File: src/design/ifs_pkg.sv
// Shared types, marker codes and helper functions of the IFS field splitter.
package ifs_pkg;

	// Marker bytes of an expanded word
	localparam logic [7:0] MK_AT_SPLIT  = 8'h01;
	localparam logic [7:0] MK_PREFIX    = 8'h02;
	localparam logic [7:0] MK_EMPTY     = 8'h03;
	localparam logic [7:0] MK_Q_SPACE   = 8'h04;
	localparam logic [7:0] MK_Q_TAB     = 8'h05;
	localparam logic [7:0] MK_Q_NEWLINE = 8'h06;
	localparam logic [7:0] MK_Q_STAR    = 8'h07;
	localparam logic [7:0] MK_Q_QMARK   = 8'h08;
	localparam logic [7:0] MK_Q_LBRACK  = 8'h0E;

	localparam logic [7:0] CH_SPACE   = 8'h20;
	localparam logic [7:0] CH_TAB     = 8'h09;
	localparam logic [7:0] CH_NEWLINE = 8'h0A;
	localparam logic [7:0] CH_STAR    = 8'h2A;
	localparam logic [7:0] CH_QMARK   = 8'h3F;
	localparam logic [7:0] CH_LBRACK  = 8'h5B;

	// Split phase codes
	localparam logic [1:0] PH_START = 2'd0;
	localparam logic [1:0] PH_FIELD = 2'd1;
	localparam logic [1:0] PH_WS    = 2'd2;
	localparam logic [1:0] PH_DELIM = 2'd3;

	// Register map (word index of paddr)
	localparam int unsigned ADDR_W = 5;
	localparam logic [2:0] REG_SPLIT_EN  = 3'd0;
	localparam logic [2:0] REG_IFS_COUNT = 3'd1;
	localparam logic [2:0] REG_IFS_CHAR0 = 3'd2;
	localparam logic [2:0] REG_IFS_CHAR1 = 3'd3;
	localparam logic [2:0] REG_IFS_CHAR2 = 3'd4;
	localparam logic [2:0] REG_IFS_CHAR3 = 3'd5;
	localparam int unsigned NUM_CHAR_REGS = 4;

	typedef struct packed {
		logic       kind;
		logic [7:0] in_char;
	} item_t;

	typedef struct packed {
		logic [1:0] phase;
		logic       esc;
		logic       seen;
	} split_st_t;

	typedef struct packed {
		logic [7:0] out_char;
		logic       char_valid;
		logic       field_end;
		logic       done_res;
	} res_t;

	function automatic logic [7:0] restore_char(input logic [7:0] c);
		logic [7:0] r;
		case (c)
			MK_Q_SPACE:   r = CH_SPACE;
			MK_Q_TAB:     r = CH_TAB;
			MK_Q_NEWLINE: r = CH_NEWLINE;
			MK_Q_STAR:    r = CH_STAR;
			MK_Q_QMARK:   r = CH_QMARK;
			MK_Q_LBRACK:  r = CH_LBRACK;
			default:      r = c;
		endcase
		return r;
	endfunction

	function automatic logic is_ws(input logic [7:0] c);
		return (c == CH_SPACE) || (c == CH_TAB) || (c == CH_NEWLINE);
	endfunction

endpackage

File: src/design/ifs_in_if.sv
// Input channel of the splitter: one byte or an end item per transaction.
interface ifs_in_if;
	logic       valid;
	logic       ready;
	logic       kind;
	logic [7:0] in_char;

	modport source (output valid, output kind, output in_char, input ready);
	modport sink (input valid, input kind, input in_char, output ready);
endinterface

File: src/design/ifs_out_if.sv
// Output channel of the splitter: one field byte and flags per transaction.
interface ifs_out_if;
	logic       valid;
	logic       ready;
	logic [7:0] out_char;
	logic       char_valid;
	logic       field_end;
	logic       done_res;
	logic       last_of_run;

	modport source (output valid, output out_char, output char_valid, output field_end,
		output done_res, output last_of_run, input ready);
	modport sink (input valid, input out_char, input char_valid, input field_end,
		input done_res, input last_of_run, output ready);
endinterface

File: src/design/ifs_field_splitter_top.sv
// Top level of the IFS field splitter: channels, pipeline and state registers.
//
// Usage:
//   word  - input channel. Each transaction carries one byte of an expanded
//           shell word (kind 0) or the end of the word (kind 1).
//   field - output channel. Each transaction carries at most one restored
//           byte plus a field-end flag; done_res marks the end of the word,
//           last_of_run is set on every transaction since an input item
//           causes at most one result.
//   APB   - register port for split enable, IFS count and IFS characters.
//           Write registers only while the block is idle.
// Timing: one item per clock sustained while field.ready stays high. An
// accepted item is held in the input stage, decoded combinationally and its
// result is loaded into the result register that drives field. The
// throughput is set by the state update in the decode stage, which reads and
// writes the split state once per item. Items that cause no result (a literal
// prefix, collapsed whitespace) retire without an output transaction.
// Reset: clears the input and output stages and the split state; registers
// return to split on, three characters: space, tab and newline.
// Stall: when field.ready is low the result register holds, the input stage
// fills and then word.ready drops; nothing is lost or repeated.
module ifs_field_splitter_top
	import ifs_pkg::*;
#(
	parameter int unsigned IFS_CHARS = 4
) (
	input  logic              clk,
	input  logic              arst_n,
	input  logic              psel,
	input  logic              penable,
	input  logic              pwrite,
	input  logic [ADDR_W-1:0] paddr,
	input  logic [31:0]       pwdata,
	output logic [31:0]       prdata,
	output logic              pready,
	ifs_in_if.sink            word,
	ifs_out_if.source         field
);

	logic                 split_active;
	logic [7:0]           ifs_char [IFS_CHARS];
	logic [IFS_CHARS-1:0] ifs_vld;

	item_t     item_s1;
	logic      vld_s1;
	split_st_t st_q;
	split_st_t st_nxt;
	res_t      res;
	logic      res_ok;
	res_t      res_s2;
	logic      vld_s2;
	logic      out_free;
	logic      adv;
	logic      take;

	ifs_cfg #(
		.IFS_CHARS(IFS_CHARS)
	) u_cfg (
		.clk          (clk),
		.arst_n       (arst_n),
		.psel         (psel),
		.penable      (penable),
		.pwrite       (pwrite),
		.paddr        (paddr),
		.pwdata       (pwdata),
		.prdata       (prdata),
		.pready       (pready),
		.split_active (split_active),
		.ifs_char     (ifs_char),
		.ifs_vld      (ifs_vld)
	);

	ifs_core #(
		.IFS_CHARS(IFS_CHARS)
	) u_core (
		.item         (item_s1),
		.st           (st_q),
		.split_active (split_active),
		.ifs_char     (ifs_char),
		.ifs_vld      (ifs_vld),
		.st_nxt       (st_nxt),
		.res          (res),
		.res_ok       (res_ok)
	);

	// Advance the decode stage whenever the result register can take a value
	assign out_free   = !vld_s2 || field.ready;
	assign adv        = vld_s1 && out_free;
	assign word.ready = !vld_s1 || adv;
	assign take       = word.valid && word.ready;

	// Input stage: hold the accepted transaction until it is decoded
	always_ff @(posedge clk or negedge arst_n) begin
		if (!arst_n) begin
			vld_s1 <= 1'b0;
		end else if (take) begin
			vld_s1 <= 1'b1;
		end else if (adv) begin
			vld_s1 <= 1'b0;
		end
	end

	always_ff @(posedge clk) begin
		if (take) begin
			item_s1 <= '{kind: word.kind, in_char: word.in_char};
		end
	end

	// Split state: advance once per decoded item
	always_ff @(posedge clk or negedge arst_n) begin
		if (!arst_n) begin
			st_q <= '0;
		end else if (adv) begin
			st_q <= st_nxt;
		end
	end

	// Result register: load a result, drop it once the sink takes it
	always_ff @(posedge clk or negedge arst_n) begin
		if (!arst_n) begin
			vld_s2 <= 1'b0;
		end else if (adv && res_ok) begin
			vld_s2 <= 1'b1;
		end else if (field.ready) begin
			vld_s2 <= 1'b0;
		end
	end

	always_ff @(posedge clk) begin
		if (adv && res_ok) begin
			res_s2 <= res;
		end
	end

	assign field.valid       = vld_s2;
	assign field.out_char    = res_s2.out_char;
	assign field.char_valid  = res_s2.char_valid;
	assign field.field_end   = res_s2.field_end;
	assign field.done_res    = res_s2.done_res;
	assign field.last_of_run = 1'b1;

`ifndef SYNTHESIS
	a_end_clears: assert property (@(posedge clk) disable iff (!arst_n)
		adv && item_s1.kind |=> st_q == '0)
		else $error("split state not cleared after end of word");

	a_esc_seen: assert property (@(posedge clk) disable iff (!arst_n)
		st_q.esc |-> st_q.seen)
		else $error("pending prefix in a piece marked empty");

	a_no_blank: assert property (@(posedge clk) disable iff (!arst_n)
		vld_s2 |-> (res_s2.char_valid || res_s2.field_end || res_s2.done_res))
		else $error("result transaction carries nothing");

	a_char_zero: assert property (@(posedge clk) disable iff (!arst_n)
		vld_s2 && !res_s2.char_valid |-> res_s2.out_char == 8'h00)
		else $error("stray byte on a result without a character");

	a_s1_hold: assert property (@(posedge clk) disable iff (!arst_n)
		vld_s1 && !adv |=> vld_s1 && $stable(item_s1))
		else $error("stalled input stage lost its item");
`endif

endmodule

File: src/design/ifs_cfg.sv
// APB register bank holding split enable, IFS count and IFS characters.
module ifs_cfg
	import ifs_pkg::*;
#(
	parameter int unsigned IFS_CHARS = 4
) (
	input  logic                 clk,
	input  logic                 arst_n,
	input  logic                 psel,
	input  logic                 penable,
	input  logic                 pwrite,
	input  logic [ADDR_W-1:0]    paddr,
	input  logic [31:0]          pwdata,
	output logic [31:0]          prdata,
	output logic                 pready,
	output logic                 split_active,
	output logic [7:0]           ifs_char [IFS_CHARS],
	output logic [IFS_CHARS-1:0] ifs_vld
);

	logic                 en_q;
	logic [2:0]           cnt_q;
	logic [7:0]           chr_q [IFS_CHARS];
	logic [7:0]           chr_rd [NUM_CHAR_REGS];
	logic [2:0]           idx;
	logic                 wr;
	logic [3:0]           cnt_eff;
	logic [IFS_CHARS-1:0] nz;

	assign pready = 1'b1;
	assign idx    = paddr[ADDR_W-1:2];
	assign wr     = psel && penable && pwrite;

	always_ff @(posedge clk or negedge arst_n) begin
		if (!arst_n) begin
			en_q  <= 1'b1;
			cnt_q <= 3'd3;
		end else if (wr) begin
			if (idx == REG_SPLIT_EN) begin
				en_q <= pwdata[0];
			end
			if (idx == REG_IFS_COUNT) begin
				cnt_q <= pwdata[2:0];
			end
		end
	end

	for (genvar i = 0; i < IFS_CHARS; i++) begin : g_chr
		localparam logic [7:0] RST = (i == 0) ? CH_SPACE :
			(i == 1) ? CH_TAB : (i == 2) ? CH_NEWLINE : 8'h00;
		if (i < NUM_CHAR_REGS) begin : g_wr
			always_ff @(posedge clk or negedge arst_n) begin
				if (!arst_n) begin
					chr_q[i] <= RST;
				end else if (wr && idx == REG_IFS_CHAR0 + 3'(i)) begin
					chr_q[i] <= pwdata[7:0];
				end
			end
		end else begin : g_const
			// no register reaches this slot: it keeps its reset value
			assign chr_q[i] = RST;
		end
		assign ifs_char[i] = chr_q[i];
		assign ifs_vld[i]  = 4'(i) < cnt_eff;
		assign nz[i]       = chr_q[i] != 8'h00;
	end

	for (genvar k = 0; k < NUM_CHAR_REGS; k++) begin : g_rd
		if (k < IFS_CHARS) begin : g_have
			assign chr_rd[k] = chr_q[k];
		end else begin : g_none
			assign chr_rd[k] = 8'h00;
		end
	end

	// clamp an oversized count to the number of slots
	assign cnt_eff      = ({1'b0, cnt_q} > 4'(IFS_CHARS)) ? 4'(IFS_CHARS) : {1'b0, cnt_q};
	assign split_active = en_q && |(ifs_vld & nz);

	always_comb begin
		case (idx)
			REG_SPLIT_EN:  prdata = {31'b0, en_q};
			REG_IFS_COUNT: prdata = {29'b0, cnt_q};
			REG_IFS_CHAR0: prdata = {24'b0, chr_rd[0]};
			REG_IFS_CHAR1: prdata = {24'b0, chr_rd[1]};
			REG_IFS_CHAR2: prdata = {24'b0, chr_rd[2]};
			REG_IFS_CHAR3: prdata = {24'b0, chr_rd[3]};
			default:       prdata = 32'b0;
		endcase
	end

endmodule

File: src/design/ifs_core.sv
// Per-item decision logic: next split state and the result of one item.
module ifs_core
	import ifs_pkg::*;
#(
	parameter int unsigned IFS_CHARS = 4
) (
	input  item_t                item,
	input  split_st_t            st,
	input  logic                 split_active,
	input  logic [7:0]           ifs_char [IFS_CHARS],
	input  logic [IFS_CHARS-1:0] ifs_vld,
	output split_st_t            st_nxt,
	output res_t                 res,
	output logic                 res_ok
);

	logic [7:0]           c;
	logic [7:0]           tb;
	logic                 brk;
	logic [IFS_CHARS-1:0] hit;
	logic                 delim;
	logic                 ws;

	assign c   = item.in_char;
	assign brk = item.kind || (c == MK_AT_SPLIT);
	// at a piece break only a dangling prefix is tested
	assign tb  = brk ? MK_PREFIX : c;
	assign ws  = is_ws(tb);

	always_comb begin
		for (int i = 0; i < IFS_CHARS; i++) begin
			hit[i] = ifs_vld[i] && (ifs_char[i] == tb);
		end
	end

	always_comb begin
		delim = split_active && |hit && (tb != 8'h00);
		if (tb inside {MK_Q_SPACE, MK_Q_TAB, MK_Q_NEWLINE}) begin
			delim = 1'b0;
		end
	end

	always_comb begin
		st_nxt = st;
		res    = '0;
		res_ok = 1'b0;
		if (brk) begin
			if (st.esc) begin
				if (delim) begin
					res.field_end = (st.phase != PH_WS);
				end else begin
					res.out_char   = MK_PREFIX;
					res.char_valid = 1'b1;
					res.field_end  = 1'b1;
				end
			end else begin
				res.field_end = (st.phase == PH_FIELD) || (st.phase == PH_START && !st.seen);
			end
			res.done_res = item.kind;
			res_ok       = res.field_end || res.char_valid || item.kind;
			st_nxt       = '0;
		end else if (st.esc) begin
			st_nxt.esc     = 1'b0;
			st_nxt.seen    = 1'b1;
			st_nxt.phase   = PH_FIELD;
			res.out_char   = c;
			res.char_valid = 1'b1;
			res_ok         = 1'b1;
		end else if (c == MK_PREFIX) begin
			st_nxt.esc  = 1'b1;
			st_nxt.seen = 1'b1;
		end else begin
			st_nxt.seen = 1'b1;
			if (delim) begin
				case (st.phase)
					PH_FIELD: begin
						res.field_end = 1'b1;
						st_nxt.phase  = ws ? PH_WS : PH_DELIM;
					end
					PH_START: begin
						if (!ws) begin
							res.field_end = 1'b1;
							st_nxt.phase  = PH_DELIM;
						end
					end
					PH_WS: begin
						if (!ws) begin
							st_nxt.phase = PH_DELIM;
						end
					end
					default: begin
						res.field_end = !ws;
					end
				endcase
				res_ok = res.field_end;
			end else begin
				st_nxt.phase = PH_FIELD;
				if (c != MK_EMPTY) begin
					res.out_char   = restore_char(c);
					res.char_valid = 1'b1;
					res_ok         = 1'b1;
				end
			end
		end
	end

endmodule
File: src/flat_wrapper.sv
// flat-port wrapper written by rule: the top's interface ports become plain ports
module ifs_field_splitter_top_flat import ifs_pkg::*;
#(
	parameter int unsigned IFS_CHARS = 4
)
  (clk, arst_n, psel, penable, pwrite, paddr, pwdata, prdata, pready, word_valid, word_kind, word_in_char, word_ready, field_valid, field_out_char, field_char_valid, field_field_end, field_done_res, field_last_of_run, field_ready);
  ifs_in_if word_i ();
  ifs_out_if field_i ();
  input  logic clk;
  input  logic arst_n;
  input  logic psel;
  input  logic penable;
  input  logic pwrite;
  input  logic [ADDR_W-1:0] paddr;
  input  logic [31:0] pwdata;
  output logic [31:0] prdata;
  output logic pready;
  input wire logic [$bits(word_i.valid)-1:0] word_valid;
  input wire logic [$bits(word_i.kind)-1:0] word_kind;
  input wire logic [$bits(word_i.in_char)-1:0] word_in_char;
  output wire logic [$bits(word_i.ready)-1:0] word_ready;
  output wire logic [$bits(field_i.valid)-1:0] field_valid;
  output wire logic [$bits(field_i.out_char)-1:0] field_out_char;
  output wire logic [$bits(field_i.char_valid)-1:0] field_char_valid;
  output wire logic [$bits(field_i.field_end)-1:0] field_field_end;
  output wire logic [$bits(field_i.done_res)-1:0] field_done_res;
  output wire logic [$bits(field_i.last_of_run)-1:0] field_last_of_run;
  input wire logic [$bits(field_i.ready)-1:0] field_ready;
  assign word_i.valid = word_valid;
  assign word_i.kind = word_kind;
  assign word_i.in_char = word_in_char;
  assign word_ready = word_i.ready;
  assign field_valid = field_i.valid;
  assign field_out_char = field_i.out_char;
  assign field_char_valid = field_i.char_valid;
  assign field_field_end = field_i.field_end;
  assign field_done_res = field_i.done_res;
  assign field_last_of_run = field_i.last_of_run;
  assign field_i.ready = field_ready;
  ifs_field_splitter_top #(.IFS_CHARS(IFS_CHARS)) u_core (.clk(clk), .arst_n(arst_n), .psel(psel), .penable(penable), .pwrite(pwrite), .paddr(paddr), .pwdata(pwdata), .prdata(prdata), .pready(pready), .word(word_i), .field(field_i));
endmodule
File: config.mk
export PLATFORM = sky130hd
export DESIGN_NAME = ifs_field_splitter_top_flat
export DESIGN_NICKNAME = d
export VERILOG_FILES = /design/src/design/ifs_pkg.sv /design/src/design/ifs_in_if.sv /design/src/design/ifs_out_if.sv /design/src/design/ifs_field_splitter_top.sv /design/src/design/ifs_cfg.sv /design/src/design/ifs_core.sv /design/src/flat_wrapper.sv
export SDC_FILE = /design/constraint.sdc
export NUM_CORES = 1
export LEC_CHECK = 0
export BUFFER_PORTS_ARGS = -buffer_cell sky130_fd_sc_hd__buf_4
export CORE_ASPECT_RATIO = 0.75
export CORE_MARGIN = 3
export CORE_UTILIZATION = 55
export CTS_CLUSTER_DIAMETER = 100
export DETAILED_ROUTE_END_ITERATION = 8
export PLACE_DENSITY = 0.91
export SLEW_MARGIN = 0
export SYNTH_ARGS = -nofsm -noshare
export SYNTH_HDL_FRONTEND = slang
export SYNTH_HIERARCHICAL = 1
export SYNTH_SLANG_ARGS = --single-unit
File: constraint.sdc
create_clock -name clk -period 3.7 [get_ports clk]
set_input_delay 0.185 -clock clk [delete_from_list [all_inputs] [get_ports clk]]
set_output_delay 0.185 -clock clk [all_outputs]
set_load 0.05 [all_outputs]
# Yosys cells after proc, flatten, opt, wreduce, memory -nomap -nowiden
# Index checks and enable logic that the tools add are counted.
[word_totals] wordCells=135 output_inout_bits=47 register_bits=62 in_bits=53
[op_classes] mux=37 n_bitwise=1 eq_ne=30 n_reduce_logical=45 n_lt_le_gt_ge=5
[op_table] op="$pmux W8 S6" n=2
[op_table] op="$eq A8 B3 Y1 const B" n=7
[op_table] op="$mux W9" n=5
[op_table] op="$reduce_bool A8 Y1" n=5
[op_table] op="$eq A8 B4 Y1 const B" n=4
[op_table] op="$eq A8 B8 Y1" n=4
[op_table] op="$mux W10" n=2
[op_table] op="$mux W1" n=18
[op_table] op="$logic_and A1 B1 Y1" n=17
[op_table] op="$eq A8 B1 Y1 const B" n=1
[op_table] op="$eq A8 B2 Y1 const B" n=1
[op_table] op="$eq A8 B6 Y1 const B" n=1
[op_table] op="$logic_or A1 B1 Y1" n=8
[op_table] op="$lt A1 B4 Y1 const A" n=2
[op_table] op="$lt A2 B4 Y1 const A" n=2
[op_table] op="$mux W4" n=2
[op_table] op="$mux W8" n=1
[op_table] op="$ne A8 B2 Y1 const B" n=1
[op_table] op="$reduce_or A4 Y1" n=2
[op_table] op="$eq A3 B2 Y1 const B" n=2
[op_table] op="$eq A3 B3 Y1 const B" n=2
[op_table] op="$mux W2" n=3
[op_table] op="$mux W3" n=2
[op_table] op="$ne A5 B3 Y1 const B" n=1
[op_table] op="18 further kinds" n=23

# Logic depth before layout (Yosys ltp)
# Gate-level depths: netlist (run 1).
[logic_depth] word_depth=17 depth_mapped=12 depth_no_buf=11

# By module
# The synthesis (run 1) kept the hierarchy.
[modules_own_cells] module="ifs_cfg" n_inst=1 area_each_um2=2023.2 cells_per_inst=164 seq_area_each_um2=910.9
[modules_own_cells] module="ifs_core" n_inst=1 area_each_um2=1440.1 cells_per_inst=218 seq_area_each_um2=0.0
[modules_own_cells] module="ifs_field_splitter_top" n_inst=1 area_each_um2=882.1 cells_per_inst=41 seq_area_each_um2=750.7

# Worst setup path before layout (run 1)
# No wires, ideal clock.
[synth_timing] kind="reg-to-reg" startpoint="register u_core/item_s1[4] (netlist name)" endpoint="register u_core.res_s2 (netlist bit u_core/field.char_valid) (enable)" required_ps=3322 path_slack_ps=480 stages_incl_launch_ff=12 synth_period_minus_slack_ps=3220 setup_ps=378 path_buffers=1 arrival_ps=2842 cell_sequence="edfxtp_1 buf_6 or4_4 o31ai_4 nor2_1 xnor2_1 a32o_2 o21bai_4 o21ai_1 o211ai_1 nand2_1 nor2_1"
[synth_between] elab_chain_len=16 word_cells_on_any_way=44 cone_classes="13 x eq/ne; 15 x mux; 16 x reduce/logical"
[synth_lines] element="start: declaration" line="ifs_field_splitter_top.sv:44" text="item_t item_s1;"
[synth_lines] element="start signal: assignment" line="ifs_field_splitter_top.sv:105" text="item_s1 <= '{kind: word.kind, in_char: word.in_char};"
[synth_lines] element="$eq A8 B1 Y1" line="ifs_core.sv:25" text="assign brk = item.kind || (c == MK_AT_SPLIT);"
[synth_lines] element="$logic_or A1 B1 Y1" line="ifs_core.sv:25"
[synth_lines] element="$mux W8" line="ifs_core.sv:27" text="assign tb = brk ? MK_PREFIX : c;"
[synth_lines] element="$eq A8 B8 Y1" line="ifs_core.sv:32" text="hit[i] = ifs_vld[i] && (ifs_char[i] == tb);"
[synth_lines] element="$logic_and A1 B1 Y1" line="ifs_core.sv:32"
[synth_lines] element="$reduce_or A4 Y1" line="ifs_core.sv:37" text="delim = split_active && |hit && (tb != 8'h00);"
[synth_lines] element="$logic_and A1 B1 Y1 (2 in series)" line="ifs_core.sv:37"
[synth_lines] element="$mux W1" line="ifs_core.sv:38" text="if (tb inside {MK_Q_SPACE, MK_Q_TAB, MK_Q_NEWLINE}) begin"
[synth_lines] element="$mux W1 / $mux W3 (equally long branches)" line="ifs_core.sv:49" text="if (delim) begin"
[synth_lines] element="$mux W1 / $mux W9 (equally long branches)" line="ifs_core.sv:48" text="if (st.esc) begin"
[synth_lines] element="$mux W1 / $mux W9 (equally long branches)" line="ifs_core.sv:47" text="if (brk) begin"
[synth_lines] element="$logic_or A1 B1 Y1 (2 in series)" line="ifs_core.sv:60" text="res_ok = res.field_end || res.char_valid || item.kind;"
[synth_lines] element="$mux W1 *" line="ifs_core.sv:47"
[synth_lines] element="via u_core.res_ok" line="ifs_field_splitter_top.sv:49" text="logic res_ok;"
[synth_lines] element="$logic_and A1 B1 Y1 *" line="ifs_field_splitter_top.sv:130" text="if (adv && res_ok) begin"
[synth_lines] element="end signal: assignment" line="ifs_field_splitter_top.sv:131" text="res_s2 <= res;"
[synth_lines] element="end: declaration" line="ifs_field_splitter_top.sv:50" text="res_t res_s2;"
# Mark *: on every way through the listed nets, which the timed path passes. The rest lies on a longest branch. The select of a mux whose other input is x is not followed.
# A chain may end at the register's enable or synchronous reset.

# Worst setup path after layout (run 1)
[layout_timing] startpoint="register u_core/item_s1[3] (netlist name)" endpoint="register u_core.res_s2 (netlist bit u_core/field.out_char[3]) (enable)"
# Same word-level chain as after synthesis.

==> results of run 1 <==
==> logic make-up (layout without fill, tap and decap cells) <==
logic type,after synthesis,after routing,share of synthesized area [%]
DFF,62,62,38.2
buffers and inverters,65,92,8.72
xor gates and xnor gates,14,14,2.82
and+or+nand+nor,127,127,18.3
adders and majority gates,1,1,0.230
AOI/OAI and AO/OA,93,93,16.3
other,3,26,0.259
muxes,58,58,15.2
==> power by group <==
group	leakage [nW]	switching, W	internal (W)	total (W)
Clock	0.118	0.000264	0.000406	0.000670
Combinational	1.21	0.000386	0.000283	0.000670
Sequential	0.709	0.000169	0.000827	0.000996
==> metal layers <==
metal	track usage (%)	vias to the layer above	part of all wire (%)
li1	-	1616	-
met1	38.2	1746	40
met2	38.5	270	45
met3	6.99	36	13
met4	9.63	0	2.0
met5	0	-	0
==> registers in the layout, indices dropped and copies added, names as in the netlist <==
| name | count |
|---|---|
| u_core/field.char_valid | 1 |
| u_core/field.out_char | 8 |
| u_core/item_s1 | 9 |
| u_core/u_cfg/en_q | 1 |
| u_core/field.valid | 1 |
| u_core/field.field_end | 1 |
| u_core/u_cfg/cnt_q | 3 |
| u_core/u_cfg/ifs_char | 32 |
| u_core/vld_s1 | 1 |
| u_core/field.done_res | 1 |
| u_core/st_q | 4 |
==> timing repair <==
| item | in CTS | in global routing |
|---|---|---|
| hold buffers | 1 | 1 |
| endpoints found under the hold margin | 34 | 1 |
| endpoints found under the setup margin | 0 | 0 |
| resized for setup | 0 | 0 |
==> cells in the mapped netlist, types with 3 or more instances <==
library cell	count
edfxtp_1	20
nor2b_1	6
a22oi_1	5
mux2_2	34
clkbuf_1	5
nor2_1	33
nand3_1	5
o21ai_0	15
nor4_2	4
nor4bb_1	6
nor2_4	5
xnor2_1	12
a211oi_1	3
o32ai_1	3
o21ai_1	3
a21o_1	3
nand2_1	19
or2_2	3
nor4_1	9
conb_1	3
mux2_1	3
o22ai_1	7
dfrtp_1	34
o32a_1	3
buf_4	27
dfstp_2	8
mux2i_1	16
a31oi_1	11
buf_2	15
mux2_4	4
a21oi_1	11
nor3_1	6
inv_1	13
nand2b_1	10
==> layout make-up <==
type / count / area share, %
repair buffers: 62 / 9.54
well taps: 101 / 2.56
clock inverters: 2 / 0.710
inverters: 14 / 1.07
multi-input cells: 319 / 48.5
flip-flops and latches: 62 / 33.7
clock buffers: 14 / 3.93
==> worst paths after layout <==
| check | start | end | slack [ns] |
|---|---|---|---|
| worst max-delay path | u_core/item_s1[3]$_DFFE_PP_ | u_core/field.out_char[3]$_DFFE_PP_ | 0.38 |
| worst min-delay path | word_in_char[5] | u_core/item_s1[5]$_DFFE_PP_ | 0.009 |
| worst min register to register | u_core/st_q[0]$_DFFE_PN0P_ | u_core/st_q[0]$_DFFE_PN0P_ | 0.53 |
| worst max register to register | u_core/item_s1[3]$_DFFE_PP_ | u_core/field.out_char[3]$_DFFE_PP_ | 0.38 |
| min in group asynchronous | arst_n | u_core/st_q[0]$_DFFE_PN0P_ | 0.35 |
| max in group asynchronous | arst_n | u_core/u_cfg/ifs_char[11]$_DFFE_PN1P_ | 2.95 |
==> metrics by stage <==
step | setup WS [ns] | cell area, µm²
after floorplan | 0.480 | 4430
after global placement | 0.542 | 4680
after detailed placement | 0.513 | 4680
after CTS | 0.480 | 4920
after global routing | 0.252 | 4930
final | 0.382 | 4930
==> cells in the final DEF (no fill, tap or decap), types with 10 or more instances in the layout <==
cell type / n
a21oi_1: 11
dfrtp_1: 34
a31oi_1: 11
edfxtp_1: 20
xnor2_1: 12
mux2_2: 34
inv_1: 13
nor2_1: 33
nand2b_1: 10
o21ai_0: 15
conb_1: 26
clkbuf_8: 12
mux2i_1: 16
buf_4: 60
nand2_1: 19
==> results.sh, run 1 <==
export IMPL_critPathBufInv=1
export IMPL_drc=0
export IMPL_clkSinkCount=62
export IMPL_yosys_warnings=6
export IMPL_overflow=0
export IMPL_h_tree_depth=3
export IMPL_ys_ff_latch=62
export IMPL_postRouteAntennaNets=0
export IMPL_wire_per_inst_um=19.9
export IMPL_cts_buffers=9
export IMPL_crit_path_top_delay_cell="edfxtp_1"
export IMPL_crit_required_ns=3.75
export IMPL_netlist_area_um2=4350
export IMPL_dp_cells=556
export IMPL_synth_cells=423
export IMPL_drt_initial_drc_count=578
export IMPL_tns_ns=0
export IMPL_clk_path_buf_depth=2
export IMPL_reg2regPathDepth=10
export IMPL_min_period_over_period_pct=89.7
export IMPL_gr_usage_all_layers_pct=26.6
export IMPL_critPathTopFamily="compound AO/OA/AOI/OAI gates"
export IMPL_synth_flop_cell="dfrtp_1"
export IMPL_ios=100
export IMPL_power_density_nw_per_um2=474
export IMPL_grt_max_degree=43
export IMPL_dr_total_vias=3668
export IMPL_synth_edf_count=20
export IMPL_io_buffers=47
export IMPL_start_util_pct=57.9
export IMPL_worst_path_largest_cell_delay_ns=0.69
export IMPL_yosysTopAreaCell="dfrtp_1"
export IMPL_gp_congestion=1.01
export IMPL_rsz0062_at_grt="no"
export IMPL_synthArstFlopShare_pct=67.7
export IMPL_p_leak_nw=2.04
export IMPL_maxSlewHeadroom_pct=54.8
export IMPL_multiInputGateArea_um2=2390
export IMPL_max_slew_worst_pin_slew_ns=0.675
export IMPL_n_fill_cell=591
export IMPL_whs_ns=0.00911
export IMPL_dieArea_um2=9010
export IMPL_ys_seq_area_share_pct=38.2
export IMPL_fin_crit_ns=3.32
export IMPL_end_kind="flop"
export IMPL_postCtsSetupBuffers=0
export IMPL_peakVddDrop_mv=0.256
export IMPL_fin_util_pct=65.7
export IMPL_crit_fanout=13
export IMPL_max_freq_ghz=0.301
export IMPL_die_h_um=83.0
export IMPL_finalHoldViolations=0
export IMPL_drv_slew=0
export IMPL_fin_nets=521
export IMPL_clk_latency_ns=0.35
export IMPL_power_total_w=0.00234
export IMPL_worstHoldPathType="in2reg"
export IMPL_worstPathArrival_ns=3.37
export IMPL_area_growth_pct=13.5
export IMPL_antenna_found_initial=0
export IMPL_worst_path_stages=10
export IMPL_avgSynthCellArea_um2=10.3
export IMPL_grt_pass1_vias=3467
export IMPL_final_seq_area_um2=1660
export IMPL_drt_wl_total_um=11400
export IMPL_dp_hpwl_um=8250
export IMPL_diodes=0
export IMPL_setup_viol=0
export IMPL_crit_type="reg2reg"
export IMPL_cts_root_buf="clkbuf_8"
export IMPL_drtPass1Iterations=6
export IMPL_avgViaCountPerCell=6.39
export IMPL_hold_depth=1
export IMPL_outcome="complete, no violations"
export IMPL_stdcell_count=574
export IMPL_core_um2=7500
export IMPL_die_w_um=109
export IMPL_clk_pin_slew_ns=0.06
export IMPL_fin_skew_ns=0.00940
export IMPL_cts_tree="yes"
export IMPL_synth_top_cell_area_share_pct=19.6
export IMPL_maxCapViolations=0
export IMPL_grt_pass1_wl_um=18800
export IMPL_ys_top_cells_by_area="dfrtp_1 20%, edfxtp_1 14%, mux2_2 8.8%"
export IMPL_yosysUniqueCellTypes=80
export IMPL_fp_row_count=27
export IMPL_drive_gt1_share_pct=32.3
export IMPL_startpoint_type="flop"
export IMPL_cp_cell_sequence="nor2_2 > a31o_2 > o32ai_1 > o2111ai_2 > o21ai_4 > o41ai_1 > o211ai_1 > nand2_1 > nor2_1 > buf_4"
Note: power is estimated with default switching activity, not from simulation.
==> run 2: changes to the inputs <==
- CORE_UTILIZATION: 55 -> 45
- PLACE_DENSITY: 0.91 -> 0.79
==> results.sh, run 2 (synthesized netlist as in run 1, its figures left out) <==
export IMPL_clk_path_buf_depth=2
export IMPL_drive_gt1_share_pct=32.2
export IMPL_final_seq_area_um2=1660
export IMPL_power_density_nw_per_um2=493
export IMPL_start_util_pct=47.1
export IMPL_dieArea_um2=10900
export IMPL_io_buffers=47
export IMPL_rsz0062_at_grt="no"
export IMPL_wire_per_inst_um=18.9
export IMPL_worstHoldPathType="in2reg"
export IMPL_drtPass1Iterations=6
export IMPL_overflow=0
export IMPL_tns_ns=0
export IMPL_multiInputGateArea_um2=2390
export IMPL_crit_type="reg2reg"
export IMPL_gp_congestion=0.930
export IMPL_final_cell_mix="57 x buf_4, 34 x dfrtp_1, 34 x mux2_2, 33 x nor2_1, 26 x conb_1"
export IMPL_min_period_over_period_pct=92.5
export IMPL_drt_wl_total_um=11300
export IMPL_setup_viol=0
export IMPL_core_um2=9230
export IMPL_clkSinkCount=62
export IMPL_drc=0
export IMPL_startpoint_type="flop"
export IMPL_die_w_um=119
export IMPL_end_kind="flop"
export IMPL_n_fill_cell=825
export IMPL_grt_pass1_vias=3406
export IMPL_die_h_um=91.1
export IMPL_cts_buffers=9
export IMPL_final_common_cell="buf_4"
export IMPL_postCtsSetupBuffers=0
export IMPL_postRouteAntennaNets=0
export IMPL_fin_util_pct=54.1
export IMPL_ios=100
export IMPL_fp_row_count=30
export IMPL_max_freq_ghz=0.292
export IMPL_drt_initial_drc_count=369
export IMPL_largest_reg_flops=32
export IMPL_grt_pass1_wl_um=17900
export IMPL_peakVddDrop_mv=0.197
export IMPL_maxSlewHeadroom_pct=49.6
export IMPL_dr_total_vias=3595
export IMPL_crit_fanout=11
export IMPL_worstPathArrival_ns=3.45
export IMPL_clk_latency_ns=0.33
export IMPL_reg2regPathDepth=11
export IMPL_drv_slew=0
export IMPL_fin_nets=517
export IMPL_hold_depth=1
export IMPL_antenna_found_initial=0
export IMPL_p_leak_nw=2.04
export IMPL_cts_tree="yes"
export IMPL_fin_crit_ns=3.42
export IMPL_area_growth_pct=15.0
export IMPL_diodes=0
export IMPL_h_tree_depth=3
export IMPL_gr_usage_all_layers_pct=20.6
export IMPL_finalHoldViolations=0
export IMPL_maxCapViolations=0
export IMPL_clk_pin_slew_ns=0.05
export IMPL_max_slew_worst_pin_slew_ns=0.746
export IMPL_cts_root_buf="clkbuf_16"
export IMPL_fin_skew_ns=0.00410
export IMPL_dp_hpwl_um=8160
export IMPL_crit_required_ns=3.73
export IMPL_grt_max_degree=43
export IMPL_avgViaCountPerCell=6.02
export IMPL_outcome="complete, no violations"
==> run 2: cell type report <==
class,count,share of cell area (%)
clock buffers,10,5.01
clock inverters,6,0.851
inverters,14,1.05
multi-input cells,319,47.9
flip-flops and latches,62,33.3
well taps,128,3.21
repair buffers,58,8.77
==> run 2: metrics by stage <==
stage	hold slack, ns	total power (W)	instances	cell area [µm²]	worst slack (ns)
floorplan	-0.111	0.00147	446	4430	0.480
global placement	0.190	0.00162	580	4690	0.512
detailed placement	0.207	0.00164	580	4690	0.408
CTS	0.0191	0.00247	597	5000	0.358
global route	0.0161	0.00257	597	5000	0.147
finish	0.0285	0.00246	597	5000	0.278
==> run 2: report_power, final <==
group          total [W]  internal [W]  switching (W)
Clock           0.000809      0.000495       0.000314
Sequential      0.000999      0.000828       0.000171
Combinational   0.000656      0.000280       0.000376
Total            0.00246       0.00160       0.000861
==> run 2: final timing paths <==
| check | start | endpoint | slack, ns |
|---|---|---|---|
| min | word_in_char[3] | u_core/item_s1[3]$_DFFE_PP_ | 0.03 |
| max reg2reg | u_core/item_s1[5]$_DFFE_PP_ | u_core/field.done_res$_DFFE_PP_ | 0.28 |
| min reg2reg | u_core/st_q[0]$_DFFE_PN0P_ | u_core/st_q[0]$_DFFE_PN0P_ | 0.52 |
| min in group asynchronous | arst_n | u_core/st_q[1]$_DFFE_PN0P_ | 0.38 |
| max in group asynchronous | arst_n | u_core/u_cfg/ifs_char[11]$_DFFE_PN1P_ | 2.93 |
| max | u_core/item_s1[5]$_DFFE_PP_ | u_core/field.done_res$_DFFE_PP_ | 0.28 |
==> run 2: critical path: stages, from the launching register on <==
cell,delay (ns)
edfxtp_1,0.54
or4_4,0.67
o31ai_4,0.37
nor2_1,0.11
xnor2_1,0.17
a32o_2,0.31
o21ai_0,0.18
o41ai_1,0.11
o211ai_1,0.21
nand2_1,0.10
nor2_1,0.12
buf_4,0.21
==> run 2: metal layers <==
layer	routed length, µm	GRT usage (%)	up-vias
li1	-	-	1610
met1	4950	28.9	1724
met2	4870	30.2	225
met3	1190	6.10	36
met4	275	7.72	0
met5	0	0	-
==> run 2: what timing repair did <==
item | in CTS | in global routing
endpoints found under the hold margin | 34 | 0
resized for setup | 0 | 0
hold buffers | 1 | 0
==> run 3: changes to the inputs <==
- MAX_ROUTING_LAYER: unset -> met4
==> results.sh, run 3 (synthesized netlist as in run 1, its figures left out) <==
export IMPL_drt_wl_total_um=11300
export IMPL_critPathTopFamily="compound AO/OA/AOI/OAI gates"
export IMPL_h_tree_depth=3
export IMPL_drtPass1Iterations=5
export IMPL_clk_latency_ns=0.33
export IMPL_die_h_um=91.1
export IMPL_die_w_um=119
export IMPL_drc=0
export IMPL_cts_tree="yes"
export IMPL_max_freq_ghz=0.302
export IMPL_maxCapViolations=0
export IMPL_drv_slew=0
export IMPL_outcome="complete, no violations"
export IMPL_postRouteAntennaNets=0
export IMPL_max_slew_worst_pin_slew_ns=0.707
export IMPL_start_util_pct=47.1
export IMPL_grt_pass1_vias=3447
export IMPL_cts_buffers=9
export IMPL_hold_start="word_in_char[2]"
export IMPL_met3_usage_pct=6.41
export IMPL_io_buffers=47
export IMPL_cp_cell_sequence="nor2_2 > a31o_2 > o32ai_1 > o2111ai_2 > o21ai_4 > o41ai_1 > o211ai_1 > nand2_1 > nor2_1 > buf_4"
export IMPL_crit_required_ns=3.73
export IMPL_p_leak_nw=2.05
export IMPL_min_period_over_period_pct=89.4
export IMPL_area_growth_pct=15.1
export IMPL_preCtsSetupSlack_ns=0.467
export IMPL_gr_usage_all_layers_pct=21.2
export IMPL_gr_usage_met2_pct=30.5
export IMPL_timing_rr_start="u_core/item_s1[2]$_DFFE_PP_"
export IMPL_tns_ns=0
export IMPL_drt_initial_drc_count=353
export IMPL_fin_crit_ns=3.31
export IMPL_avgViaCountPerCell=5.96
export IMPL_final_common_cell="buf_4"
export IMPL_crit_fanout=16
export IMPL_dr_total_vias=3559
export IMPL_clkSinkCount=62
export IMPL_n_fill_cell=792
export IMPL_rsz0062_at_grt="no"
export IMPL_finalHoldViolations=0
export IMPL_worstHoldPathType="in2reg"
export IMPL_overflow=0
export IMPL_peakVddDrop_mv=0.238
export IMPL_met1_usage_pct=29.2
export IMPL_dieArea_um2=10900
export IMPL_startpoint_type="flop"
export IMPL_cts_root_buf="clkbuf_16"
export IMPL_clk_pin_slew_ns=0.05
export IMPL_largest_reg_flops=32
export IMPL_antenna_found_initial=0
export IMPL_postCtsSetupBuffers=0
export IMPL_end_kind="flop"
export IMPL_crit_path_start="u_core/item_s1[2]$_DFFE_PP_"
export IMPL_fin_skew_ns=0.00717
export IMPL_critPathBufInv=1
export IMPL_fin_nets=517
export IMPL_worst_path_largest_cell_delay_ns=0.75
export IMPL_wire_per_inst_um=18.9
export IMPL_setup_viol=0
export IMPL_maxSlewHeadroom_pct=52.2
export IMPL_diodes=0
export IMPL_ios=100
export IMPL_drive_gt1_share_pct=32.0
export IMPL_crit_type="reg2reg"
export IMPL_crit_path_top_delay_cell="edfxtp_1"
export IMPL_grt_pass1_wl_um=18000
export IMPL_dp_hpwl_um=8230
export IMPL_grt_busiest_layer="met2"
export IMPL_core_um2=9230
export IMPL_gp_congestion=0.938
export IMPL_power_density_nw_per_um2=494
export IMPL_final_cell_mix="57 x buf_4, 34 x dfrtp_1, 34 x mux2_2, 33 x nor2_1, 26 x conb_1"
export IMPL_clk_path_buf_depth=2
export IMPL_place_area_um2=4690
export IMPL_worstPathArrival_ns=3.34
export IMPL_worst_slack_ns=0.392
export IMPL_final_area_um2=5000
export IMPL_fp_row_count=30
export IMPL_grt_max_degree=43
[run 3: cell types whose count changed in the layout (fill, tap and decap cells not counted), sizes merged]
cell      change
clkinvlp      -1
inv           -2
clkbuf        +3
[run 3: worst paths after layout]
| path | cells past startpoint | endpoint | slack (ns) |
|---|---|---|---|
| setup / recovery | 10 | u_core/field.out_char[0]$_DFFE_PP_ | 0.39 |
| hold / removal | 1 | u_core/item_s1[2]$_DFFE_PP_ | 0.04 |
| setup reg to reg | 10 | u_core/field.out_char[0]$_DFFE_PP_ | 0.39 |
| hold reg to reg | 1 | u_core/st_q[0]$_DFFE_PN0P_ | 0.52 |
| max in group asynchronous | 2 | u_core/u_cfg/ifs_char[11]$_DFFE_PN1P_ | 2.92 |
| min in group asynchronous | 2 | u_core/st_q[0]$_DFFE_PN0P_ | 0.38 |
[run 3: what timing repair did]
action	4_1_cts	5_1_grt
hold buffers	1	0
hold endpoints to repair	34	0
gates resized for setup	0	0
setup endpoints to repair	0	0
[run 3: per-stage QoR]
stage	hold WS (ns)	cells	util, %	total power [W]
after floorplan	-0.111	446	-	0.00147
after global placement	0.189	580	50.8	0.00162
after detailed placement	0.199	580	50.8	0.00165
final	0.0362	597	54.1	0.00247
after global routing	0.0209	597	54.1	0.00258
after CTS	0.0274	597	54.1	0.00247
[run 3: routing by layer]
metal	vias to the layer above	part of all wire [%]
li1	1621	-
met1	1734	45
met2	191	45
met3	13	9.9
met4	0	0.82
met5	-	0
[run 3: final cells by class]
| type | instances | area (µm²) | share of cell area, % |
|---|---|---|---|
| multi-input cells | 319 | 2390 | 47.8 |
| flip-flops and latches | 62 | 1660 | 33.2 |
| repair buffers | 58 | 438 | 8.76 |
| clock buffers | 13 | 282 | 5.63 |
| well taps | 128 | 160 | 3.20 |
| inverters | 14 | 52.6 | 1.05 |
| clock inverters | 3 | 15.0 | 0.300 |
[run 3: where the power goes]
part           switching (W)  internal (W)  total (W)  leakage, nW
registers           0.000171      0.000828    0.00100        0.709
clock network       0.000292      0.000527   0.000818        0.151
logic               0.000375      0.000280   0.000654         1.19
